===== src/rtl/assert_macros.svh =====
`ifndef ASSERT_MACROS_SVH
`define ASSERT_MACROS_SVH

// Antecedent holds -> consequent holds in the same cycle.
`define ASSERT_IMPLIES(lbl, clk, rst_n, ante, cons, msg) \
    lbl: assert property (@(posedge clk) disable iff (!rst_n) (ante) |-> (cons)) else $error(msg);

// Antecedent holds -> consequent holds in the next cycle.
`define ASSERT_NEXT(lbl, clk, rst_n, ante, cons, msg) \
    lbl: assert property (@(posedge clk) disable iff (!rst_n) (ante) |=> (cons)) else $error(msg);

`endif


===== src/rtl/strm_pkg.sv =====
package strm_pkg;

    localparam int MAX_ELEMENTS_DEF = 1024;
    localparam int LEVELS_DEF       = 11;
    localparam int VALUE_BITS_DEF   = 32;

    localparam int OP_W    = 3;
    localparam int POS_W   = 10;
    localparam int LEN_W   = 11;
    localparam int FIELD_W = 32;
    localparam int SRCH_W  = POS_W + 2;

    localparam logic [OP_W-1:0] OP_LOAD    = 3'd0;
    localparam logic [OP_W-1:0] OP_BUILD   = 3'd1;
    localparam logic [OP_W-1:0] OP_RMIN    = 3'd2;
    localparam logic [OP_W-1:0] OP_SRCH_LO = 3'd3;
    localparam logic [OP_W-1:0] OP_SRCH_HI = 3'd4;

    typedef struct packed {
        logic [OP_W-1:0]           op;
        logic [POS_W-1:0]          left;
        logic [POS_W-1:0]          right;
        logic signed [FIELD_W-1:0] value;
    } t_in_item;

    typedef struct packed {
        logic signed [FIELD_W-1:0] min_value;
        logic [POS_W-1:0]          position;
        logic                      found;
        logic                      range_error;
    } t_out_item;

    typedef enum logic [1:0] {
        RD_INPUT,
        RD_QUERY,
        RD_BUILD
    } t_rd_sel;

    typedef enum logic [1:0] {
        OUT_ZERO,
        OUT_ERR,
        OUT_RMIN,
        OUT_SRCH
    } t_out_sel;

    typedef struct packed {
        logic     accept;
        logic     load_wr;
        logic     bld_wr;
        logic     bld_next_lvl;
        logic     set_built;
        logic     srch_step;
        logic     out_load;
        t_out_sel out_sel;
        t_rd_sel  rd_sel;
    } t_cmd;

    typedef struct packed {
        logic [OP_W-1:0] in_op;
        logic            in_err;
        logic            bld_ok;
        logic            bld_idx_zero;
        logic            srch_more;
    } t_status;

endpackage


===== src/rtl/strm_ctrl.sv =====
module strm_ctrl (
    input  logic             i_clk,
    input  logic             i_rst_n,
    input  logic             i_in_valid,
    output logic             o_in_ready,
    output logic             o_out_valid,
    input  logic             i_out_ready,
    input  strm_pkg::t_status i_status,
    output strm_pkg::t_cmd   o_cmd
);
    import strm_pkg::*;

    `include "assert_macros.svh"

    typedef enum logic [2:0] {
        S_IDLE,
        S_RMIN,
        S_SCMP,
        S_SRD,
        S_BRD,
        S_BWR,
        S_PUT
    } t_state;

    t_state   r_state, n_state;
    t_out_sel r_put_sel, n_put_sel;
    logic     r_out_valid, n_out_valid;
    logic     out_free;
    logic     imm;
    t_out_sel imm_sel;
    t_cmd     cmd;

    assign out_free    = !r_out_valid || i_out_ready;
    assign o_in_ready  = (r_state == S_IDLE);
    assign o_out_valid = r_out_valid;
    assign o_cmd       = cmd;

    always_comb begin
        cmd       = '0;
        n_state   = r_state;
        n_put_sel = r_put_sel;
        imm       = 1'b0;
        imm_sel   = OUT_ZERO;
        unique case (r_state)
            S_IDLE: begin
                cmd.rd_sel = RD_INPUT;
                if (i_in_valid) begin
                    cmd.accept = 1'b1;
                    unique case (i_status.in_op)
                        OP_LOAD: begin
                            cmd.load_wr = 1'b1;
                            imm         = 1'b1;
                        end
                        OP_BUILD: begin
                            n_state = S_BRD;
                        end
                        OP_RMIN: begin
                            if (i_status.in_err) begin
                                imm     = 1'b1;
                                imm_sel = OUT_ERR;
                            end else begin
                                n_state = S_RMIN;
                            end
                        end
                        OP_SRCH_LO, OP_SRCH_HI: begin
                            if (i_status.in_err) begin
                                imm     = 1'b1;
                                imm_sel = OUT_ERR;
                            end else begin
                                n_state = S_SCMP;
                            end
                        end
                        default: begin
                            imm = 1'b1;
                        end
                    endcase
                    if (imm) begin
                        if (out_free) begin
                            cmd.out_load = 1'b1;
                            cmd.out_sel  = imm_sel;
                        end else begin
                            n_put_sel = imm_sel;
                            n_state   = S_PUT;
                        end
                    end
                end
            end
            S_RMIN: begin
                cmd.rd_sel = RD_QUERY;
                if (out_free) begin
                    cmd.out_load = 1'b1;
                    cmd.out_sel  = OUT_RMIN;
                    n_state      = S_IDLE;
                end
            end
            S_SCMP: begin
                cmd.rd_sel    = RD_QUERY;
                cmd.srch_step = 1'b1;
                if (i_status.srch_more) begin
                    n_state = S_SRD;
                end else begin
                    n_put_sel = OUT_SRCH;
                    n_state   = S_PUT;
                end
            end
            S_SRD: begin
                cmd.rd_sel = RD_QUERY;
                n_state    = S_SCMP;
            end
            S_BRD: begin
                cmd.rd_sel = RD_BUILD;
                priority if (i_status.bld_ok) begin
                    n_state = S_BWR;
                end else if (i_status.bld_idx_zero) begin
                    cmd.set_built = 1'b1;
                    n_put_sel     = OUT_ZERO;
                    n_state       = S_PUT;
                end else begin
                    cmd.bld_next_lvl = 1'b1;
                end
            end
            S_BWR: begin
                cmd.rd_sel = RD_BUILD;
                cmd.bld_wr = 1'b1;
                n_state    = S_BRD;
            end
            S_PUT: begin
                if (out_free) begin
                    cmd.out_load = 1'b1;
                    cmd.out_sel  = r_put_sel;
                    n_state      = S_IDLE;
                end
            end
            default: begin
                n_state = S_IDLE;
            end
        endcase
        n_out_valid = cmd.out_load ? 1'b1 : (r_out_valid && !i_out_ready);
    end

    always_ff @(posedge i_clk) begin
        if (!i_rst_n) begin
            r_state     <= S_IDLE;
            r_put_sel   <= OUT_ZERO;
            r_out_valid <= 1'b0;
        end else begin
            r_state     <= n_state;
            r_put_sel   <= n_put_sel;
            r_out_valid <= n_out_valid;
        end
    end

    `ASSERT_IMPLIES(a_no_overwrite, i_clk, i_rst_n, cmd.out_load, out_free, "result beat overwritten")
    `ASSERT_NEXT(a_accept_tracked, i_clk, i_rst_n, cmd.accept, (!o_in_ready || o_out_valid), "accepted beat lost")

endmodule


===== config.mk =====
export PLATFORM = sky130hd
export DESIGN_NAME = strm_ctrl
export DESIGN_NICKNAME = d
export VERILOG_FILES = /design/src/rtl/strm_pkg.sv /design/src/rtl/strm_ctrl.sv
export VERILOG_INCLUDE_DIRS = /design/src /design/src/rtl
export SDC_FILE = /design/constraint.sdc
export NUM_CORES = 1
export LEC_CHECK = 0
export ABC_AREA = 1
export BUFFER_PORTS_ARGS = -buffer_cell sky130_fd_sc_hd__buf_4
export CELL_PAD_IN_SITES_DETAIL_PLACEMENT = 1
export CELL_PAD_IN_SITES_GLOBAL_PLACEMENT = 1
export CORE_MARGIN = 8
export CORE_UTILIZATION = 33
export DETAILED_ROUTE_END_ITERATION = 10
export HOLD_SLACK_MARGIN = 0.02
export PLACE_DENSITY_LB_ADDON = 0.1
export REMOVE_ABC_BUFFERS = 1
export SYNTH_ARGS = -nofsm -noshare
export SYNTH_HDL_FRONTEND = slang
export SYNTH_SLANG_ARGS = --single-unit

===== constraint.sdc =====
create_clock -name i_clk -period 2.98 [get_ports i_clk]
set_input_delay 0.298 -clock i_clk [delete_from_list [all_inputs] [get_ports i_clk]]
set_output_delay 0.298 -clock i_clk [all_outputs]
set_load 0.05 [all_outputs]

* After elaboration in Yosys (flattened, before gate mapping)
Index checks and enable logic that the tools add are counted.
** Storage, ports and cells
- Flip-flop bits (word level) :: 6
- Bits of input ports :: 11
- Output and inout port bits :: 13
- Word-level logic and storage cells :: 76
** Operators by class
- Equal/unequal tests :: 18
- Mux-type cells :: 41
- Reductions and logical operators :: 14
** Operators by type and width (number)
- 3-bit two-way mux :: 14
- 2-bit two-way mux :: 10
- 3-bit one-hot mux with 3 select lines :: 2
- 3-bit one-hot mux with 6 select lines :: 1
- 3-bit by 2-bit == test with 1-bit output (second input constant) :: 4
- 3-bit == test (second input constant) :: 4
- 1-bit two-way mux :: 11
- 2-bit inequality test (second input constant) :: 5
- 7-bit AND reduction :: 1
- 3-bit by 1-bit == test with 1-bit output (second input constant) :: 2
- 3-bit logical NOT :: 2
- 2-bit one-hot mux with 3 select lines :: 1
- 2-bit OR reduction :: 3
- 3-bit OR reduction :: 2
- 2-bit by 1-bit inequality test with 1-bit output (second input constant) :: 2
- 2-bit one-hot mux with 2 select lines :: 1
- 3-bit inequality test (second input constant) :: 1
- 3-bit AND reduction :: 1
- 3-bit nonzero test :: 1
- 1-bit logical NOT :: 2
- 1-bit one-hot mux with 2 select lines :: 1
- 1-bit logical AND :: 1
- 1-bit logical OR :: 1

* Logic depth before layout (Yosys ltp)
- Depth in word-level cells :: 9
- Mapped depth :: 12

* Worst setup path before layout
OpenSTA, ideal clock, no wires.
- Kind :: register -> output
- From :: reg r_state[0]
- To :: out o_cmd[9] (netlist bit)
- Arrival time :: 2.140 ns
- Required time :: 2.682 ns
- Slack :: 0.542 ns
- Cell stages (with the launch flop) :: 6
- Path through :: dfxtp_1 -> inv_1 -> nand2_2 -> nor2_4 -> inv_1 -> nor3_1
** RTL lines
- start: declaration :: line strm_ctrl.sv:25 : t_state r_state, n_state;
- start signal: assignment :: line strm_ctrl.sv:147 : r_state <= n_state;
- end: declaration :: line strm_ctrl.sv:9 : output strm_pkg::t_cmd o_cmd

==> results.md <==
* Status: finished clean
* Post-CTS Setup Inserts at 0
* Routed Antenna Nets at 0
* WL/cell at 12.8 um
* Drt first pass iters at 4
* Power Density at ~1100 nW/um2
* Clk_skew at approximately 0.85 ps
* WP data required at 2680 ps
* Die area at 3560 um2
* Residual DRC at 0
* Critical path class: flip-flop to output pin
* Core area at 1760 um2
* Hold crit path type: input port to flip-flop
* Layout cells sized above 1 at 0.291
* Clock period minus worst slack at around 2000 ps
* # hold bufs at CTS at 0
* Max incr delay on CP at 350 ps
* Sum Neg Setup Slack at 0 ps
* Leakage power at 0.462 nW
* Leading area contributor after synthesis: dfxtp_1
* Crit-path cells: inv_1 > nand2_2 > nor2_4 > inv_1 > o21ai_1 > buf_4
* Startpoint type of the worst setup path: flip-flop
* Rows at 15
* Final period utilization at 0.654
* FMAX at 513 MHz
* Crit end category: output pin
* N_diodes at 0
* Clock buffer count from CTS at 3
* Synthesized flop and latch total at 6
* Setup violators final at 0
* Via density per instance at 4.93
* Reg2Reg Setup Slack at 1360 ps
* Worst vdd ir at 0.000588 V
* CP Data Arrival Time at approximately 1700 ps
* Final WL at 2.03 mm
* Clock Root Buffer: clkbuf_4
* RSZ-0062 raised after global routing: false
* Clock buffer depth at 2
* Worst path bufs/invs at 3
* DRT iter0 DRCs at 8
* Clk sinks at 6
* H-tree depth at 1
* Reg clk slew, reported paths at ~40 ps
* Register area share after synthesis at 0.191
* Global-route wire length before repair at 3.26 mm
* Initial antenna violation count at 0
* Min Hold Slack at approximately 300 ps
* Slowest-stage cell, CP: dfxtp_1
* Post-synth cell types at 21
* Tightest Pin Transition at 371 ps
* Post-route setup slack at roughly 1000 ps
* Total power at 961 uW
* Worst-path maximum fanout at 7
* Slew headroom at 0.752
* Share of the synthesized area in the top cell type at 0.191
* Dominant cells by area after synthesis: dfxtp_1, nand2_1, inv_1
* Vert. Die Dim at between 50 and 60 um
* DP HPWL at ~1.7 mm
* Largest delay share family, worst path: buffers and inverters
* Final core occ at 0.481
* Final number of max-transition violations at 0
* Vias at 784
* Max Cap Viol at 0
* Insertion delay to the later sink of the worst-skew pair at around 240 ps
* Post-Syn Instances at 109
* Area Overhead vs Synth at 34.8%
* Syn avg cell area at 5.77 um2
* Largest net degree at the start of global routing at 8
* I/O Buffers at 23
* Final #Nets at 150
* DIE WIDTH at 59.7 um
* Post-CTS sizing at 0
* Mapped Area at 629 um2
* # fillers at approximately 260
* GPL Wtd Cong at 0.881
* Initial Util at 0.357
* GR Overflow Total at 0
* CTS tree: built
* Dpl ws at 1270 ps
* Most common cell on crit path: inv_1
* Syn. warnings at 0
* Ports at 24
* Vias in the first global route at 766
* Gr usage total at 0.115
* Final hold viol count at 0
## cell usage after synthesis
| library cell | count |
|---|---|
| nand2_1 | 29 |
| inv_1 | 19 |
| a21oi_1 | 10 |
| nand3_1 | 8 |
| dfxtp_1 | 6 |
| o21ai_0 | 6 |
| nor2_1 | 5 |
| nand2_2 | 4 |
| ha_1 | 3 |
| inv_2 | 3 |
| nor3_1 | 3 |
| a21oi_2 | 2 |
| nand3_2 | 2 |
| o21ai_1 | 2 |
| buf_4 | 1 |
| nand4_1 | 1 |
| nor2_2 | 1 |
| nor2_4 | 1 |
| o21a_1 | 1 |
| o22ai_1 | 1 |
| o32ai_1 | 1 |
## per-layer routing
metal,GRT usage,part of all wire,up-vias
li1,-,-,400
met1,0.132,0.47,362
met2,0.192,0.46,22
met3,0.0514,0.070,0
met4,0.0204,0,0
met5,0,0,-
## path summary, 6_finish.rpt
check | cells past startpoint | to | start
worst max-delay path | 6 | o_cmd[4] | r_state[0]
worst min-delay path | 3 | o_out_valid | i_rst_n
worst max register to register | 9 | r_put_sel[1] | r_state[1]
worst min register to register | 2 | r_put_sel[1] | r_put_sel[1]
## final cells by class
type | instances | area, um2 | share of cell area
Inverter | 22 | 82.6 | 0.0973
Sequential cell | 6 | 120 | 0.142
Timing Repair Buffer | 23 | 173 | 0.204
Tap cell | 25 | 31.3 | 0.0369
Multi-Input combinational cell | 80 | 419 | 0.494
Clock buffer | 3 | 22.5 | 0.0265
## flip-flops by register name, summed over array words and instances (netlist names)
name and count:
r_put_sel 2, o_out_valid 1, r_state 3
## kinds of logic after synthesis
logic type,share of synthesized area
buffers and inverters,0.143
flip-flops,0.191
adder cells (fa/ha/maj),0.0596
AO/OA/AOI/OAI,0.207
AND/OR/NAND/NOR,0.400
## through the flow
stage | cells | area (um2)
detailed placement | 156 | 826
global placement | 156 | 826
finish | 159 | 848
floorplan | 108 | 622
global route | 159 | 848
CTS | 159 | 848
## report_power, final
part	leakage (nW)	internal (mW)	switching, mW	total, mW
logic	0.399	0.216	0.526	0.742
clock network	0.0138	0.0455	0.0285	0.0740
registers	0.0490	0.107	0.0386	0.146
total	0.462	0.368	0.593	0.961
## placed cells by master (no fill, tap or decap), types with 3 or more instances in the layout
cell / n
nand2_1: 29
buf_4: 23
inv_1: 19
a21oi_1: 10
nand3_1: 8
o21ai_0: 6
dfxtp_1: 6
nor2_1: 5
nand2_2: 4
inv_2: 3
nor3_1: 3
ha_1: 3
clkbuf_4: 3
## worst reg2reg max path, cell delays in order (launching register included)
cell and delay [ps]:
dfxtp_1 480, inv_2 130, nand2_2 110, nor2_4 50, nand2_2 90, o21ai_0 80
nor3_1 200, nand2_1 150, o21ai_0 170, a21oi_1 60
Note: power is estimated with default switching activity, not from simulation.
